`src/hdl/mm4_ram.sv`:
```
// ----------------------------------------------------------------------------
// mm4_ram
// Generic simple dual-port RAM with one write port and a registered read.
// ----------------------------------------------------------------------------
module mm4_ram #(
  parameter int WIDTH = 32,
  parameter int DEPTH = 16
) (
  input  logic                     clk,
  input  logic                     we,
  input  logic [$clog2(DEPTH)-1:0] waddr,
  input  logic [WIDTH-1:0]         wdata,
  input  logic [$clog2(DEPTH)-1:0] raddr,
  output logic [WIDTH-1:0]         rdata
);

  logic [WIDTH-1:0] mem [DEPTH];

  always_ff @(posedge clk) begin
    if (we) begin
      mem[waddr] <= wdata;
    end
    rdata <= mem[raddr];
  end

endmodule

```
`config.mk`:
```
export PLATFORM = sky130hd
export DESIGN_NAME = mm4_ram
export DESIGN_NICKNAME = d
export VERILOG_FILES = /design/src/hdl/mm4_ram.sv
export SDC_FILE = /design/constraint.sdc
export NUM_CORES = 1
export LEC_CHECK = 0
export BUFFER_PORTS_ARGS = -buffer_cell sky130_fd_sc_hd__buf_2
export CORE_ASPECT_RATIO = 0.6
export CORE_MARGIN = 2
export CORE_UTILIZATION = 40
export CTS_BUF_LIST = sky130_fd_sc_hd__clkbuf_8
export DETAILED_ROUTE_END_ITERATION = 16
export PLACE_DENSITY_LB_ADDON = 0.05
export SLEW_MARGIN = 20
export SYNTH_ARGS = -nofsm -noshare
export SYNTH_HDL_FRONTEND = slang
export SYNTH_SLANG_ARGS = --single-unit
```
`constraint.sdc`:
```
create_clock -name clk -period 3.54 [get_ports clk]
set_input_delay 0.531 -clock clk [delete_from_list [all_inputs] [get_ports clk]]
set_output_delay 0.531 -clock clk [all_outputs]
set_load 0.01 [all_outputs]
```
==> summary.md <==
| Metric | Value |
|---|---|
| M1 GR Usage | 0.265 |
| IO Pins | 74 |
| First-pass GRT wire length | just under 70 mm |
| Clk pin slew, worst setup/hold paths | around 60 ps |
| GRT Util Overall | 0.186 |
| Post-CTS Setup Bufs | 0 |
| CP arrival | 2340 ps |
| Met3 Usage GRT | 0.0394 |
| Vias per cell | around 5.4 |
| Post-synth top cells | edfxtp_1 (512), mux4_2 (128), a22oi_1 (64) |
| Fin cells | ~1700 |
| Final Skew | 25.8 ps |
| DRC Markers | 0 |
| Rows | 63 |
| HP Class | in -> reg |
| Largest net degree at the start of global routing | 46 |
| CP max FO | 45 |
| Sequential area share after synthesis | 0.807 |
| Cts hold-fix bufs | 0 |
| Count leader, synth | edfxtp_1 |
| Clock sink count | 544 |
| Slew Viols, Final | 0 |
| Origin of the worst setup path | raddr[0] |
| Wire length per cell | around 28 um |
| FF-to-FF setup slack | just under 2000 ps |
| Post-synth top area share | 0.774 |
| CP required | roughly 4100 ps |
| Most used routing layer | met2 |
| Crit share post-route | 0.517 |
| ANT cells | 0 |
| Worst relative slew slack | 0.485 |
| RePlAce Congestion | 0.728 |
| CTS tree | yes |
| Fill cells | just over 4000 |
| ANT nets after route | 0 |
| Fin nets | between 1000 and 1500 |
| Synth-to-layout area growth | 15.2% |
| Initial antenna violation count | 2 |
| Maxcap violations | 0 |
| Synth Cell Area | about 0.020 mm2 |
| Placed Cells | roughly 1600 |
| Syn Nets | just under 900 |
| Fin Setup TNS | 0 ps |
| Setup crit start kind | input pin |
| Flop pwr share | 0.575 |
| R2R Path Start | mem[8][31] |
| Sw Pwr | 0.00280 W |
| DP HPWL | 25.7 mm |
| Yosys warns | 0 |
| Synth async-reset ratio | 0 |
| Comb pwr share | 0.053 |
| Reg-to-reg endpoint | rdata[31] |
| Clock buffer count from CTS | between 80 and 90 |
| H-Tree Depth | 3 |
| Port bufs | 73 |
| Hold path startpoint | wdata[8] |
| Tmin final | ~1800 ps |
| GRT met2 Usage | 0.293 |
| Vias | approximately 9000 |
| RSZ-0062 raised after global routing | false |
| Number of global-route vias before repair | 10000 |
| Pleak | between 7 and 8 nW |
| Die width | 292 um |
| Synth cell types | 18 |
| Crit. End Element | flop |
| Post-synth EDFFs | approximately 510 |
| Share of cells above drive strength 1 | 0.341 |
| #FFs+latches synth | roughly 540 |
| Hold Path Depth | 1 |
| Core area | approximately 0.05 mm2 |
| Clock power share | 0.372 |
| First DRT Iteration DRCs | around 850 |
| Die ar. | approximately 0.05 mm2 |
| 1st-pass router iterations | 4 |
| Post-Syn Instances | 838 |
| Worst-Margin Slew | just under 800 ps |
| CTS Buffer Depth | 3 |
| Clock Root Buffer | clkbuf_8 |
| Initial Util | 0.404 |
| Area leader, netlist | edfxtp_1 |
| Final wirelength | around 47 mm |
| Crit Path Category | in -> reg |
| Outcome | complete, no violations |
| Switching Share | 0.222 |
| Setup Viol. Count Final | 0 |
| Worst skew pair latency | about 640 ps |
| VDD IR max | between 0.2 and 0.3 mV |
| CTS resizes | 0 |
| WHS Endpoint | mem[10][8] |
| Synth Flop Type | edfxtp_1 |
| Count of final hold-check violations | 0 |
| Synth area leaders | edfxtp_1 (77%), mux4_2 (15%), dfxtp_1 (3.2%) |
| Worst r2r path cells | 3 |
| Die H | roughly 180 um |
| Syn avg cell area | 23.7 um2 |
| Global route overflow | 0 |
| Fmax | ~0.55 GHz |
| Internal power | approximately 0.01 W |
| Cell Pwr Density | ~550 mW/mm2 |
[flip-flops by register name, indices dropped and copies added, names as in the netlist]
name,cells
mem,512
rdata,32
[cell type report]
class,count,area (um2),share of cell area
timing repair buffer,113,822,0.0359
clock inverter,57,287,0.0125
clock buffer,86,1180,0.0517
sequential,544,16000,0.700
tap,650,813,0.0356
multi-input combinational,251,3760,0.164
[cell families (layout without fill, tap and decap cells)]
kind of cell,Yosys count,in the layout,share of synthesized area
buffers and inverters,43,256,0.0112
AND/OR/NAND/NOR,59,59,0.0127
AO/OA/AOI/OAI,64,64,0.0242
multiplexers,128,128,0.145
flip-flops,544,544,0.807
[worst max path at each step]
| stage | to | slack, ps | depth (start not counted) |
|---|---|---|---|
| floorplan | mem[8][0] | 130 | 2 |
| global placement | rdata[2] | 1040 | 5 |
| detailed placement | rdata[21] | 990 | 5 |
| CTS | rdata[21] | 1700 | 5 |
| global route | rdata[21] | 1640 | 5 |
| finish | rdata[21] | 1710 | 5 |
[power groups by stage]
stage                     registers, W  logic (W)  clock network, W
after floorplan                0.00739   0.000346                 0
after global placement         0.00738   0.000672                 0
after detailed placement       0.00739   0.000690                 0
after CTS                      0.00725   0.000691           0.00483
after global routing           0.00726   0.000731           0.00512
final                          0.00725   0.000674           0.00469
[cells in the final DEF (no fill, tap or decap)]
master / instances
buf_16: 1
mux4_2: 128
buf_4: 30
a22oi_1: 64
buf_12: 10
or3b_2: 1
clkinv_1: 7
nand3b_1: 2
nor2_4: 13
bufinv_16: 1
clkbuf_8: 87
nor3_2: 3
nor3_4: 1
nor2b_4: 2
inv_6: 2
nand2b_1: 2
buf_2: 71
inv_8: 4
nand3_1: 1
and2_2: 1
nand2_1: 33
clkinvlp_4: 1
inv_1: 40
edfxtp_1: 512
dfxtp_1: 32
clkinv_2: 2
[stage by stage]
step	util	hold slack [ps]	setup slack (ps)	instance area, um2	total power, W
final	0.465	277	1710	22900	0.0126
after CTS	0.465	217	1700	22900	0.0128
after detailed placement	0.435	655	994	21400	0.00808
after global placement	0.435	657	1040	21400	0.00805
after floorplan	-	630	130	19900	0.00774
after global routing	0.465	232	1640	22900	0.0131
[critical path, cell delays in order]
cell and delay [ps]:
clkbuf_8 490, buf_4 350, mux4_2 520, a22oi_1 320
nand2_1 90
[per-layer routing]
| layer | share of wire | vias up |
|---|---|---|
| met1 | 0.45 | 4999 |
| li1 | - | 3888 |
| met2 | 0.47 | 266 |
| met5 | 0 | - |
| met3 | 0.053 | 82 |
| met4 | 0.020 | 0 |
Power figures use the tool's default switching activity.
