[src/hdl/mm4_pkg.sv]
// ----------------------------------------------------------------------------
// mm4_pkg
// Shared constants, types and sequencer states of the 4x4 matrix multiplier.
// ----------------------------------------------------------------------------
package mm4_pkg;

  localparam int DIM_DEF        = 4;
  localparam int VALUE_BITS_DEF = 32;
  localparam int FRAC_BITS      = 16;
  localparam int ELEM_W         = 32;
  localparam int INDEX_W        = 2;

  typedef enum logic [1:0] {
    ST_IDLE,
    ST_ISSUE,
    ST_WAIT
  } mm4_state_t;

  typedef struct packed {
    logic valid;
    logic first;
    logic last;
  } mm4_term_t;

endpackage

[src/hdl/mm4_mac.sv]
// ----------------------------------------------------------------------------
// mm4_mac
// Multiply-accumulate datapath: registered product, wide accumulator,
// floor shift to Q16.16 and saturation.
// ----------------------------------------------------------------------------
module mm4_mac
  import mm4_pkg::*;
#(
  parameter int DIM        = DIM_DEF,
  parameter int VALUE_BITS = VALUE_BITS_DEF
) (
  input  logic                         clk,
  input  logic                         rst_n,
  input  mm4_term_t                    term,
  input  logic [VALUE_BITS-1:0]        first_data,
  input  logic [VALUE_BITS-1:0]        second_data,
  input  logic                         take,
  output logic                         acc_full,
  output logic signed [VALUE_BITS-1:0] acc_value
);

  localparam int PROD_W = 2 * VALUE_BITS;
  localparam int ACC_W  = PROD_W + $clog2(DIM) + 1;

  localparam logic signed [ACC_W-1:0] MAX_V =
    {{(ACC_W-VALUE_BITS+1){1'b0}}, {(VALUE_BITS-1){1'b1}}};
  localparam logic signed [ACC_W-1:0] MIN_V = ~MAX_V;

  mm4_term_t                 s1_r;
  mm4_term_t                 s2_r;
  logic signed [PROD_W-1:0]  prod_r;
  logic signed [ACC_W-1:0]   acc_r;
  logic signed [ACC_W-1:0]   acc_nxt;
  logic signed [ACC_W-1:0]   shifted;
  logic                      acc_full_r;

  always_ff @(posedge clk) begin
    if (!rst_n) begin
      s1_r       <= '0;
      s2_r       <= '0;
      acc_full_r <= 1'b0;
    end else begin
      s1_r <= term;
      s2_r <= s1_r;
      if (s2_r.valid && s2_r.last) begin
        acc_full_r <= 1'b1;
      end else if (take) begin
        acc_full_r <= 1'b0;
      end
    end
  end

  always_ff @(posedge clk) begin
    prod_r <= $signed(first_data) * $signed(second_data);
    if (s2_r.valid) begin
      acc_r <= acc_nxt;
    end
  end

  always_comb begin
    if (s2_r.first) begin
      acc_nxt = ACC_W'(prod_r);
    end else begin
      acc_nxt = acc_r + ACC_W'(prod_r);
    end
  end

  always_comb begin
    shifted = acc_r >>> FRAC_BITS;
    priority if (shifted > MAX_V) begin
      acc_value = MAX_V[VALUE_BITS-1:0];
    end else if (shifted < MIN_V) begin
      acc_value = MIN_V[VALUE_BITS-1:0];
    end else begin
      acc_value = shifted[VALUE_BITS-1:0];
    end
  end

  assign acc_full = acc_full_r;

endmodule

[config.mk]
export PLATFORM = sky130hd
export DESIGN_NAME = mm4_mac
export DESIGN_NICKNAME = d
export VERILOG_FILES = /design/src/hdl/mm4_pkg.sv /design/src/hdl/mm4_mac.sv
export SDC_FILE = /design/constraint.sdc
export NUM_CORES = 2
export LEC_CHECK = 0
export ABC_AREA = 1
export BUFFER_PORTS_ARGS = -buffer_cell sky130_fd_sc_hd__buf_2
export CAP_MARGIN = 0
export CORE_MARGIN = 3
export CORE_UTILIZATION = 70
export DETAILED_ROUTE_END_ITERATION = 16
export PLACE_DENSITY = 0.88
export SETUP_SLACK_MARGIN = 0.4
export SLEW_MARGIN = 30
export SYNTH_ARGS = -nofsm -noshare
export SYNTH_HDL_FRONTEND = slang
export SYNTH_SLANG_ARGS = --single-unit
[constraint.sdc]
create_clock -name clk -period 16 [get_ports clk]
set_input_delay 0.8 -clock clk [delete_from_list [all_inputs] [get_ports clk]]
set_output_delay 0.8 -clock clk [all_outputs]
set_load 0.05 [all_outputs]
==> impl_metrics.env <==
export IMPL_required_ns=16.36
export IMPL_drt_met1_wl_um=53560
export IMPL_hold_viol_final=0
export IMPL_clock_sinks=138
export IMPL_cp_endpoint="prod_r[63]"
export IMPL_routed_wirelength_um=152700
export IMPL_finalSetupViolations=0
export IMPL_grt_pass1_vias=44532
export IMPL_place_ws_ns=6.983
export IMPL_initial_core_util_pct=71.03
export IMPL_path_clk_slew_ns=0.07
export IMPL_slowest_delay_ns=0.85
export IMPL_cts_tree="built"
export IMPL_place_congestion=1.050
export IMPL_r2r_setup_slack_ns=12.98
export IMPL_critPathCaptureType="flip-flop"
export IMPL_antenna_found_initial=6
export IMPL_setup_slack_ns=7.395
export IMPL_grt_remaining_overflow=0
export IMPL_core_area_um2=67630
export IMPL_finalNetCount=7617
export IMPL_routed_top_layer="met5"
export IMPL_die_w_um=268.0
export IMPL_cp_common_cell="inv_1"
export IMPL_relSlewSlack_pct=28.48
export IMPL_clock_latency_ns=0.47
export IMPL_worst_slew_pin_slew_ns=1.073
export IMPL_postCtsSetupRepairBufs=0
export IMPL_grt_pass1_wl_um=240400
export IMPL_vias_per_cell=5.793
export IMPL_die_y_um=268.0
export IMPL_syn_inst=6293
export IMPL_yosysWarnings=0
export IMPL_synth_nets=7696
export IMPL_timing_worst_setup_path_type="in2reg"
export IMPL_yosysSeqAreaShare_pct=7.147
export IMPL_synthDistinctLibCells=46
export IMPL_holdBufCountCts=0
export IMPL_cts_root_buf="clkbuf_16"
export IMPL_reg2regPathDepth=17
export IMPL_rows=95
export IMPL_synthTopCellsByArea="fa_1 45%, inv_1 14%, nand2_1 14%"
export IMPL_dieArea_um2=71810
export IMPL_hold_path_class="reg2reg"
export IMPL_r2r_start="prod_r[0]"
export IMPL_arrival_ns=8.96
export IMPL_slowest_stage="fa_1"
export IMPL_fin_setup_tns_ns=0
export IMPL_post_route_period_util_pct=53.78
export IMPL_wire_per_inst_um=21.50
export IMPL_syn_area_per_cell_um2=7.634
export IMPL_clockBufferDepth=2
export IMPL_grt_max_degree=69
export IMPL_htree_levels=4
export IMPL_drt_pass1_iter_count=9
export IMPL_skew_ns=0.01509
export IMPL_dr_wl_met2_um=69050
export IMPL_synth_top_cell_area_share_pct=45.13
export IMPL_cp_startpoint="second_data[5]"
export IMPL_cts_buffers=17
export IMPL_outcome="finished clean"
export IMPL_drive_above_1_share_pct=4.111
export IMPL_period_minus_slack_ns=8.605
export IMPL_dr_wl_met3_um=18060
export IMPL_finalMaxSlewViolations=0
export IMPL_critPathLaunchType="input port"
export IMPL_cp_max_fo=32
export IMPL_maxCapViolations=0
export IMPL_post_cts_resized=0
export IMPL_r2r_end="acc_r[56]"
export IMPL_drt_iter0_markers=4408
export IMPL_dp_hpwl_um=124100
export IMPL_ioPinCount=103
export IMPL_grtUsageTotal_pct=44.48
export IMPL_io_buffers=102
export IMPL_drc=0
export IMPL_num_vias=41139
export IMPL_fmax_ghz=0.1162
export IMPL_ant_nets=0
export IMPL_area_growth_pct=3.164
export IMPL_yosysTopAreaCell="fa_1"
export IMPL_rsz0062_at_grt="no"
export IMPL_ys_ff_latch=138
export IMPL_syn_cell_area_um2=48040
## worst min-delay path by stage
stage	startpoint	end	slack, ns	depth (start not counted)
after floorplan	s1_r[0]	s2_r[0]	0.39	2
after global placement	s1_r[0]	s2_r[0]	0.39	2
after detailed placement	s1_r[2]	s2_r[2]	0.40	2
after CTS	s1_r[2]	s2_r[2]	0.41	2
after global routing	s1_r[1]	s2_r[1]	0.42	2
final	s1_r[2]	s2_r[2]	0.41	2
## sequential cells by signal, indices dropped and copies added, names as in the netlist
register and flops:
prod_r 64, acc_r 67, acc_full 1, s1_r 3
s2_r 3
## area by class of cell
| type | count | area, µm² |
|---|---|---|
| inverter | 1813 | 6805 |
| fill | 5068 | 18070 |
| sequential | 138 | 3436 |
| multi-input combinational | 4129 | 37010 |
| timing repair buffer | 115 | 616.8 |
| tap | 873 | 1092 |
| antenna | 2 | 5.005 |
| clock buffer | 20 | 467.9 |
| clock inverter | 12 | 125.1 |
## cell usage in the layout, fill, tap and decap left out, types with 5 or more instances in the layout
master     netlist  routed
inv_1         1802    1801
o21a_1           5       5
nand3_1        142     142
nand2_1       1766    1766
o21ai_0        122     121
clkbuf_16        0      18
nand3b_1        18      18
a21boi_0         5       5
edfxtp_1        67      67
nand3_2         11      11
nor3_1          17      17
fa_1          1083    1083
inv_6            0       5
buf_2            4     100
or2_2           25      25
a31oi_1         10      10
inv_2           11      11
a21oi_1        163     162
nand2_2         23      23
xor2_1          44      44
dfxtp_1         71      69
nand4_1         31      31
nor4_1          14      14
ha_1           250     250
nor2_2          17      17
a21o_1           9       9
o21bai_1        25      25
buf_4            0      14
o21ai_1          9       9
nor2_1         289     289
xnor2_1         23      23
## critical path, delay by kind of cell
family | cells | cell delay, ns
buf+inv | 10 | 2.02
fa+ha+maj | 9 | 4.83
simple gates | 10 | 1.30
## metrics by stage
step	hold WS [ns]	utilization, %	cells	instance area (µm²)
2_1_floorplan	0.3900	-	6293	48040
3_3_place_gp	0.3924	72.37	7068	48950
3_5_place_dp	0.3993	72.38	7068	48950
6_report	0.4076	73.28	7102	49560
5_1_grt	0.4248	73.27	7100	49560
4_1_cts	0.4095	73.26	7100	49550
## metal layers
layer,track usage (%),up-vias
met5,0.9229,-
li1,-,17774
met2,69.93,2824
met1,55.45,19694
met4,27.96,8
met3,11.47,839
## kinds of logic (layout without fill, tap and decap cells)
logic type / count (synthesis) / count (layout) / share of synthesized area (%)
AO/OA/AOI/OAI: 359 / 359 / 4.123
XOR/XNOR: 67 / 67 / 1.221
adder cells (fa/ha/maj): 1333 / 1333 / 51.64
buffers and inverters: 2026 / 1960 / 15.84
flip-flops: 138 / 138 / 7.147
other: 0 / 2 / 0
AND/OR/NAND/NOR: 2370 / 2370 / 20.03
## cells in the mapped netlist, drive strengths merged
cell type and count:
nand4 31, o21a 5, a31oi 10, nor4b 1, and3 2, o21bai 25, fa 1083, o21ai 131
buf 6, a21oi 167, nand2b 1, dfxtp 71, nor2 310, clkbuf 207, a21boi 7, xnor2 23
nor4 17, nand2 1789, or2 29, nand3b 18, o211ai 4, nor3 19, nand3 153, edfxtp 67
xor2 44, inv 1813, a21o 10, ha 250
Power is not shown: default switching activity piles up to over one toggle a cycle in this logic, so the estimate is an artifact.
